$ cat src/design/grm_pkg.sv
`timescale 1ns / 1ps

package grm_pkg;

    localparam int MAX_N_DEFAULT = 16;
    localparam int SIZE_W        = 5;
    localparam int COST_W        = 17;
    localparam int TOTAL_W       = 20;

    localparam logic [SIZE_W-1:0]  SIZE_RESET = SIZE_W'(16);
    localparam logic [TOTAL_W-1:0] TOTAL_MAX  = '1;

    typedef logic signed [COST_W-1:0] cost_t;

    typedef struct packed {
        logic [3:0]         row_index;
        logic [3:0]         column_index;
        logic               assigned;
        logic [15:0]        chosen_cost;
        logic [TOTAL_W-1:0] running_total;
        logic               last_row;
    } result_t;

endpackage

$ cat src/design/stream_if.sv
`timescale 1ns / 1ps

interface stream_if #(
    parameter type payload_t = logic
);
    logic     valid;
    logic     ready;
    payload_t payload;

    modport source (output valid, output payload, input ready);
    modport sink   (input valid, input payload, output ready);
endinterface

$ cat src/design/greedy_row_min_assignment.sv
// Flow: an entry is registered on acceptance and processed once the result register is
//   free; the result of a row's last entry is registered in out_reg and shown on results.
// Throughput: one entry per cycle, sustained while results are taken; set by the single
//   compare-and-update of the row minimum against the used-column mask.
// Reset (rst_n, async, active low): matrix size 16, counters, used marks and total clear.
`timescale 1ns / 1ps

module greedy_row_min_assignment #(
    parameter int MAX_N = grm_pkg::MAX_N_DEFAULT
) (
    input  logic                        clk,
    input  logic                        rst_n,
    input  logic                        cfg_wr_en,
    input  logic [grm_pkg::SIZE_W-1:0]  cfg_wr_data,
    stream_if.sink                      entries,
    stream_if.source                    results
);

    localparam int CW    = (MAX_N > 1) ? $clog2(MAX_N) : 1;
    localparam int CMP_W = 7;

    logic [grm_pkg::SIZE_W-1:0]  size_reg;
    logic                        in_valid_reg;
    grm_pkg::cost_t              cost_reg;
    logic [MAX_N-1:0]            used_reg;
    logic [15:0]                 best_cost_reg;
    logic [CW-1:0]               best_col_reg;
    logic                        found_reg;
    logic [CW-1:0]               col_reg;
    logic [CW-1:0]               row_reg;
    logic [grm_pkg::TOTAL_W-1:0] total_reg;
    logic                        out_valid_reg;
    grm_pkg::result_t            out_reg;

    logic [CW:0]                 n_act;
    logic                        out_free;
    logic                        advance;
    logic                        eligible;
    logic                        take;
    logic [15:0]                 cand_cost;
    logic [CW-1:0]               cand_col;
    logic                        cand_found;
    logic                        row_end;
    logic                        last_row;
    logic [grm_pkg::TOTAL_W:0]   total_sum;
    logic [grm_pkg::TOTAL_W-1:0] total_next;

    // Out-of-range sizes: zero acts as one, above MAX_N acts as MAX_N.
    always_comb
    begin
        if (size_reg == '0)
            n_act = (CW+1)'(1);
        else if ({2'b00, size_reg} > CMP_W'(MAX_N))
            n_act = (CW+1)'(MAX_N);
        else
            n_act = (CW+1)'(size_reg);
    end

    assign out_free      = !out_valid_reg || results.ready;
    assign advance       = in_valid_reg && out_free;
    assign entries.ready = !in_valid_reg || out_free;

    always_comb
    begin
        eligible   = !cost_reg[grm_pkg::COST_W-1] && !used_reg[col_reg];
        take       = eligible && (!found_reg || (cost_reg[15:0] < best_cost_reg));
        cand_cost  = take ? cost_reg[15:0] : best_cost_reg;
        cand_col   = take ? col_reg : best_col_reg;
        cand_found = found_reg || take;
        row_end    = ({1'b0, col_reg} + (CW+1)'(1)) >= n_act;
        last_row   = ({1'b0, row_reg} + (CW+1)'(1)) >= n_act;
        total_sum  = {1'b0, total_reg} + (grm_pkg::TOTAL_W+1)'(cand_found ? cand_cost : 16'd0);
        total_next = total_sum[grm_pkg::TOTAL_W] ? grm_pkg::TOTAL_MAX
                                                 : total_sum[grm_pkg::TOTAL_W-1:0];
    end

    always_ff @(posedge clk or negedge rst_n)
    begin
        if (!rst_n)
        begin
            in_valid_reg <= 1'b0;
        end
        else if (entries.ready)
        begin
            in_valid_reg <= entries.valid;
        end
    end

    always_ff @(posedge clk)
    begin
        if (entries.ready && entries.valid)
            cost_reg <= entries.payload;
    end

    always_ff @(posedge clk or negedge rst_n)
    begin
        if (!rst_n)
        begin
            size_reg      <= grm_pkg::SIZE_RESET;
            used_reg      <= '0;
            best_cost_reg <= '0;
            best_col_reg  <= '0;
            found_reg     <= 1'b0;
            col_reg       <= '0;
            row_reg       <= '0;
            total_reg     <= '0;
        end
        else if (cfg_wr_en)
        begin
            size_reg      <= cfg_wr_data;
            used_reg      <= '0;
            best_cost_reg <= '0;
            best_col_reg  <= '0;
            found_reg     <= 1'b0;
            col_reg       <= '0;
            row_reg       <= '0;
            total_reg     <= '0;
        end
        else if (advance)
        begin
            if (row_end)
            begin
                best_cost_reg <= '0;
                best_col_reg  <= '0;
                found_reg     <= 1'b0;
                col_reg       <= '0;
                if (last_row)
                begin
                    used_reg  <= '0;
                    row_reg   <= '0;
                    total_reg <= '0;
                end
                else
                begin
                    row_reg   <= row_reg + CW'(1);
                    total_reg <= total_next;
                    if (cand_found)
                        used_reg <= used_reg | (MAX_N'(1) << cand_col);
                end
            end
            else
            begin
                best_cost_reg <= cand_cost;
                best_col_reg  <= cand_col;
                found_reg     <= cand_found;
                col_reg       <= col_reg + CW'(1);
            end
        end
    end

    always_ff @(posedge clk or negedge rst_n)
    begin
        if (!rst_n)
            out_valid_reg <= 1'b0;
        else if (advance && row_end)
            out_valid_reg <= 1'b1;
        else if (results.ready)
            out_valid_reg <= 1'b0;
    end

    always_ff @(posedge clk)
    begin
        if (advance && row_end)
        begin
            out_reg.row_index     <= 4'(row_reg);
            out_reg.column_index  <= cand_found ? 4'(cand_col) : 4'd0;
            out_reg.assigned      <= cand_found;
            out_reg.chosen_cost   <= cand_found ? cand_cost : 16'd0;
            out_reg.running_total <= total_next;
            out_reg.last_row      <= last_row;
        end
    end

    assign results.valid   = out_valid_reg;
    assign results.payload = out_reg;

    // A finished matrix leaves no marks, no total and restarts at row 0.
    assert property (@(posedge clk) disable iff (!rst_n)
        (advance && row_end && last_row && !cfg_wr_en)
            |=> (used_reg == '0 && total_reg == '0 && row_reg == '0))
        else $error("matrix state not cleared after last row");

    // Each completed row marks at most one column.
    assert property (@(posedge clk) disable iff (!rst_n)
        $countones(used_reg) <= int'(row_reg))
        else $error("more used columns than completed rows");

    // Counters stay inside the active size.
    assert property (@(posedge clk) disable iff (!rst_n)
        ({1'b0, col_reg} < n_act) && ({1'b0, row_reg} < n_act))
        else $error("counter beyond active matrix size");

    // Within a matrix the total never goes down.
    assert property (@(posedge clk) disable iff (!rst_n)
        (advance && row_end && !last_row && !cfg_wr_en) |=> (total_reg >= $past(total_reg)))
        else $error("running total decreased mid-matrix");

    // Unassigned rows report zero column and zero cost.
    assert property (@(posedge clk) disable iff (!rst_n)
        (out_valid_reg && !out_reg.assigned)
            |-> (out_reg.column_index == 4'd0 && out_reg.chosen_cost == 16'd0))
        else $error("unassigned row carries column or cost");

endmodule

$ cat src/flat_wrapper.sv
// flat-port wrapper written by rule: the top's interface ports become plain ports
module greedy_row_min_assignment_flat import grm_pkg::*;
#(
    parameter int MAX_N = grm_pkg::MAX_N_DEFAULT
)
  (clk, rst_n, cfg_wr_en, cfg_wr_data, entries_valid, entries_payload, entries_ready, results_valid, results_payload, results_ready);
  stream_if #(.payload_t(cost_t)) entries_i ();
  stream_if #(.payload_t(result_t)) results_i ();
  input  logic clk;
  input  logic rst_n;
  input  logic cfg_wr_en;
  input  logic [grm_pkg::SIZE_W-1:0] cfg_wr_data;
  input wire logic [$bits(entries_i.valid)-1:0] entries_valid;
  input wire logic [$bits(entries_i.payload)-1:0] entries_payload;
  output wire logic [$bits(entries_i.ready)-1:0] entries_ready;
  output wire logic [$bits(results_i.valid)-1:0] results_valid;
  output wire logic [$bits(results_i.payload)-1:0] results_payload;
  input wire logic [$bits(results_i.ready)-1:0] results_ready;
  assign entries_i.valid = entries_valid;
  assign entries_i.payload = entries_payload;
  assign entries_ready = entries_i.ready;
  assign results_valid = results_i.valid;
  assign results_payload = results_i.payload;
  assign results_i.ready = results_ready;
  greedy_row_min_assignment #(.MAX_N(MAX_N)) u_core (.clk(clk), .rst_n(rst_n), .cfg_wr_en(cfg_wr_en), .cfg_wr_data(cfg_wr_data), .entries(entries_i), .results(results_i));
endmodule
$ cat config.mk
export PLATFORM = sky130hd
export DESIGN_NAME = greedy_row_min_assignment_flat
export DESIGN_NICKNAME = d
export VERILOG_FILES = /design/src/design/grm_pkg.sv /design/src/design/stream_if.sv /design/src/design/greedy_row_min_assignment.sv /design/src/flat_wrapper.sv
export SDC_FILE = /design/constraint.sdc
export NUM_CORES = 1
export LEC_CHECK = 0
export BUFFER_PORTS_ARGS = -buffer_cell sky130_fd_sc_hd__buf_2
export CAP_MARGIN = 40
export CORE_MARGIN = 3
export CORE_UTILIZATION = 54
export DETAILED_ROUTE_END_ITERATION = 8
export PLACE_DENSITY = 0.87
export SYNTH_ARGS = -nofsm -noshare
export SYNTH_HDL_FRONTEND = slang
export SYNTH_SLANG_ARGS = --single-unit
$ cat constraint.sdc
create_clock -name clk -period 4.23 [get_ports clk]
set_input_delay 0.846 -clock clk [delete_from_list [all_inputs] [get_ports clk]]
set_output_delay 0.846 -clock clk [all_outputs]
set_load 0.02 [all_outputs]
[Word level (Yosys, flattened, before mapping)]
Cells that the tools add are included.
Storage, ports and cells
  output and inout port bits: 48
  word-level logic and storage cells: 85
  bits of input ports: 27
  bits in registers: 135
Operators by class
  add/subtract/negate cells: 5
  muxes and demuxes: 35
  shifts and indexed selects: 1
  order comparisons: 5
  reductions and logical operators: 21
  bitwise logic cells: 1
Operators by type and width (number)
  $mux 16: 10
  $mux 20: 5
  $mux 4: 11
  $add 20x21->21: 1
  $lt 16x16->1: 1
  $or 16x16->16: 1
  $shl 1x4->16 const A: 1
  $add 4x1->5 const B: 2
  $ge 5x5->1: 2
  $mux 5: 2
  $add 4x1->4 const B: 2
  $mux 1: 6
  $reduce_bool 2->1: 3
  $gt 5x5->1 const B: 1
  $logic_and 1x1->1: 5
  $logic_not 1->1: 5
  $logic_not 5->1: 1
  $lt 4x5->1 const B: 1
  $bmux 1 s4: 1
  $logic_or 1x1->1: 4
  $reduce_and 3->1: 1
  $reduce_bool 3->1: 1
  $reduce_and 2->1: 1

[Longest topological paths before layout]
  depth in word-level cells: 13
  mapped depth: 21
  gate-level depth less buffers: 18

[Least setup slack after synthesis]
No wires, ideal clock.
  path type: flip-flop to flip-flop
  start point: register u_core.cost_reg[2]
  end point: register u_core.total_reg[10] (netlist name)
  clock period less this slack: 4658 ps
  arrival: 4537 ps
  path buffers: 2
  cell stages (with the launch flop): 20
  setup time: 121 ps
  required time: 4109 ps
  slack: -428 ps
  cell sequence: edfxtp_1 ha_1 a211oi_1 o21ai_0 a21oi_1 nor3_1 nor4b_4 buf_2 buf_4 mux2i_1 nor2_1 ha_1 fa_1 a21o_1 a21oi_1 o21a_1 or3_1 a31oi_1 or4_1 a22o_1
Between the ends
  cells in the longest elaborated chain, start to end: 11
  elaborated cells between the ends (all ways): 12
  those cells by class: add/sub (1); order compare (1); mux (7); reduce/logical (3)
RTL lines
  start: declaration: line greedy_row_min_assignment.sv:24  | grm_pkg::cost_t cost_reg;
  start signal: assignment: line greedy_row_min_assignment.sv:92  | cost_reg <= entries.payload;
  $lt 16x16->1: line greedy_row_min_assignment.sv:66  | take = eligible && (!found_reg || (cost_reg[15:0] < best_cost_reg));
  $logic_or 1x1->1: line greedy_row_min_assignment.sv:66
  $logic_and 1x1->1: line greedy_row_min_assignment.sv:66
  $mux 16 or $logic_or 1x1->1 (tied branches): line greedy_row_min_assignment.sv:67, greedy_row_min_assignment.sv:69
  $mux 16 *: line greedy_row_min_assignment.sv:72  | total_sum = {1'b0, total_reg} + (grm_pkg::TOTAL_W+1)'(cand_found ? cand_cost : 16'd0);
  $add 20x21->21 *: line greedy_row_min_assignment.sv:72
  $mux 20 *: line greedy_row_min_assignment.sv:73  | total_next = total_sum[grm_pkg::TOTAL_W] ? grm_pkg::TOTAL_MAX
  net u_core.total_next (one bit): line greedy_row_min_assignment.sv:46  | logic [grm_pkg::TOTAL_W-1:0] total_next;
  $mux 20 *: line greedy_row_min_assignment.sv:127  | if (last_row)
  $mux 20 *: line greedy_row_min_assignment.sv:121  | if (row_end)
  $mux 20 *: line greedy_row_min_assignment.sv:119  | else if (advance)
  $mux 20 *: line greedy_row_min_assignment.sv:108  | else if (cfg_wr_en)
  end signal: assignment: line greedy_row_min_assignment.sv:136  | total_reg <= total_next;
  end: declaration: line greedy_row_min_assignment.sv:31  | logic [grm_pkg::TOTAL_W-1:0] total_reg;
Mark *: on every way through the listed nets, which the timed path passes. The rest lies on a longest branch. The select of a mux whose other input is x is not followed.
A chain may end at the register's enable or synchronous reset.

[Worst setup path after layout]
  start point: register u_core.cost_reg[3]
  end point: register u_core.total_reg[5] (netlist name)
The elaborated chain is that of the path after synthesis.

==> results.txt <==
outcome: finished, violations left
violated checks: negative setup slack
CTS max path bufs: 2
global-route wire length before repair: 30300 um
vias in the first global route: 5897
Mapped Cells: 639
placed insts: 925
largest net degree at the start of global routing: 43
worst vdd ir: 354 uV
DIE AREA: 14600 um2
met3 Track Usage GR: 0.0650
synth-to-layout area growth: 30.1%
post-synth top area share: 0.266
max FFs per register: 46
RD Place Congestion: 0.940
CP startpoint kind: flop
max-cap violation count: 0
Finished Cell Area: 9260 um2
clk_skew: 0.00806 ns
Final Hold Viols: 0
setup_tns: -0.330 ns
met2 GRT Util: 0.433
via/cell ratio: 6.10
placed instance area: 8120 um2
ANT cells: 0
fin crit share: 1.01
top area cells in the synthesized netlist: edfxtp_1, dfrtp_1, ha_1
final setup violation count: 12
DR vias: 5995
PnR worst setup slack: -0.0600 ns
Worst setup EP type: flop
Final ANT Viol Nets: 0
met1 usage: 0.356
CTS root buffer: clkbuf_16
CTS tree: done
Reg-to-Reg Start: u_core.cost_reg[3]
io pins: 75
synthesized area per cell: 11.1 um2
Req. time, crit path: 4.56 ns
Max Slew Vio Count: 0
PortBufs: 74
Core ar.: 12800 um2
GR peak layer: met2
GRT Total Usage: 0.272
synthesized flop and latch total: 135
Critical Path AT: 4.62 ns
synth unique cells: 60
# clock sinks: 135
final cell count without fillers: 982
initial DRC count: 693
layout cells sized above 1: 0.326
Least-Margin Pin Slew: 0.928 ns
worst hold-check path type: input pin to async pin
DRC violations left: 0
Post-Syn Area: 7120 um2
grt ovf: 0
DR WL/cell: 20.2 um
ys async rst share: 0.533
TritonRoute pass-1 iters: 6
launch point of the worst path: u_core.cost_reg[3]
Nets: 868
Mapped Nets: 710
fillers: 836
CTS buffer count: 17
largest area contributor in the netlist: edfxtp_1
YS warnings: 0
sequential share of the synthesized area: 0.519
DRT Wirelength: 19800 um
unrepaired setup endpoints after global routing: true
Initial Util: 0.557
die height: 121 um
width of the die: 121 um
relative slew slack: 0.381
CP Class: flop to flop
pwr dens: 441 nW/um2
post-DP HPWL: 13200 um
initial antenna violation count: 0
minimum clock period: 4.29 ns
CP max FO: 6
clock latency at the later pin of the worst-skew pair: 0.44 ns
EDFF count, synth: 63
CTS clock-pin slew for the worst setup and hold paths: 0.06 ns
Leak: 4.09 nW
CTS H-tree depth: 4
Synth Flop Type: dfrtp_1
Hold Slack: 0.381 ns
Fmax achieved: 233 MHz
Row Count: 41
## final timing paths
kind                       cells past startpoint  slack [ns]              endpoint
max in group asynchronous                      2        2.96     u_core.col_reg[2]
min in group clk                               2        0.47    u_core.used_reg[4]
setup reg to reg                              19       -0.06   u_core.total_reg[5]
hold reg to reg                                2        0.47    u_core.used_reg[4]
hold / removal                                 1        0.38  u_core.total_reg[10]
setup / recovery                              19       -0.06   u_core.total_reg[5]
## power by group
part           leakage (nW)  switching (mW)  internal (mW)
clock                 0.309           0.569          0.982
combinational          2.20           0.550          0.403
sequential             1.58          0.0733           1.50
## critical path, cell delays in order, from the launching register on
cell and delay, ns:
edfxtp_1 0.45, ha_1 0.26, a211oi_2 0.19, o21ai_1 0.13, a21oi_1 0.22, nor3_2 0.09
nor4b_4 0.28, buf_4 0.28, mux2i_4 0.30, nor2_1 0.09, ha_1 0.34, a21oi_2 0.20
o221ai_2 0.14, a21oi_2 0.21, o31a_1 0.22, o21a_1 0.15, buf_4 0.15, o21ai_0 0.11
buf_4 0.17, a22o_1 0.19
## cell usage in the layout (no fill, tap or decap), types with 20 or more instances in the layout
master     n
buf_4     83
buf_2     75
dfrtp_1   70
edfxtp_1  63
nand2_1   60
nor2_1    49
ha_1      38
a22o_1    35
inv_1     28
a21oi_1   21
mux2i_1   20
## cells in the mapped netlist (all sizes together) (11+ instances only)
master,count
a21o,15
ha,43
a21oi,29
o41ai,15
clkbuf,18
dfrtp,71
nor2,53
edfxtp,63
a22o,35
mux2,11
inv,30
nand3,15
nand2,60
o21ai,32
mux2i,34
## routing by layer
layer  share of wire  vias to the layer above
li1                -                     2698
met1            0.42                     2953
met2            0.48                      289
met3           0.069                       55
met4           0.030                        0
met5               0                        -
## cells by family (layout without fill, tap and decap cells)
kind of cell / Yosys count / after routing / synth area share
AOI/OAI and AO/OA: 164 / 164 / 0.163
and+or+nand+nor: 177 / 177 / 0.116
muxes: 47 / 47 / 0.0720
buffers and inverters: 56 / 227 / 0.0323
adders and majority gates: 44 / 44 / 0.0784
DFF: 135 / 135 / 0.519
xor gates and xnor gates: 16 / 16 / 0.0197
## through the flow
| step | setup WS [ns] | total power, mW | util |
|---|---|---|---|
| after floorplan | -0.0478 | 2.08 | - |
| after global placement | -0.109 | 2.37 | 0.634 |
| after detailed placement | -0.366 | 2.40 | 0.636 |
| after CTS | 0.00159 | 4.01 | 0.703 |
| after global routing | -0.267 | 4.24 | 0.725 |
| final | -0.0600 | 4.08 | 0.725 |
## final cells by class
type	count	area [um2]	area share
well taps	172	215	0.0232
clock buffers	22	517	0.0558
multi-input cells	448	3490	0.377
flip-flops and latches	135	3700	0.399
clock inverters	10	113	0.0122
inverters	30	113	0.0122
repair buffers	165	1110	0.120
## timing repair
item / 4_1_cts / 5_1_grt
buffers inserted: 6 / 20
gates resized for setup: 44 / 29
endpoints found under the hold margin: 0 / 0
cloned: 0 / 0
pin swaps: 3 / 13
hold buffers: 0 / 0
setup endpoints to repair: 40 / 40
Note: power is estimated with default switching activity, not from simulation.
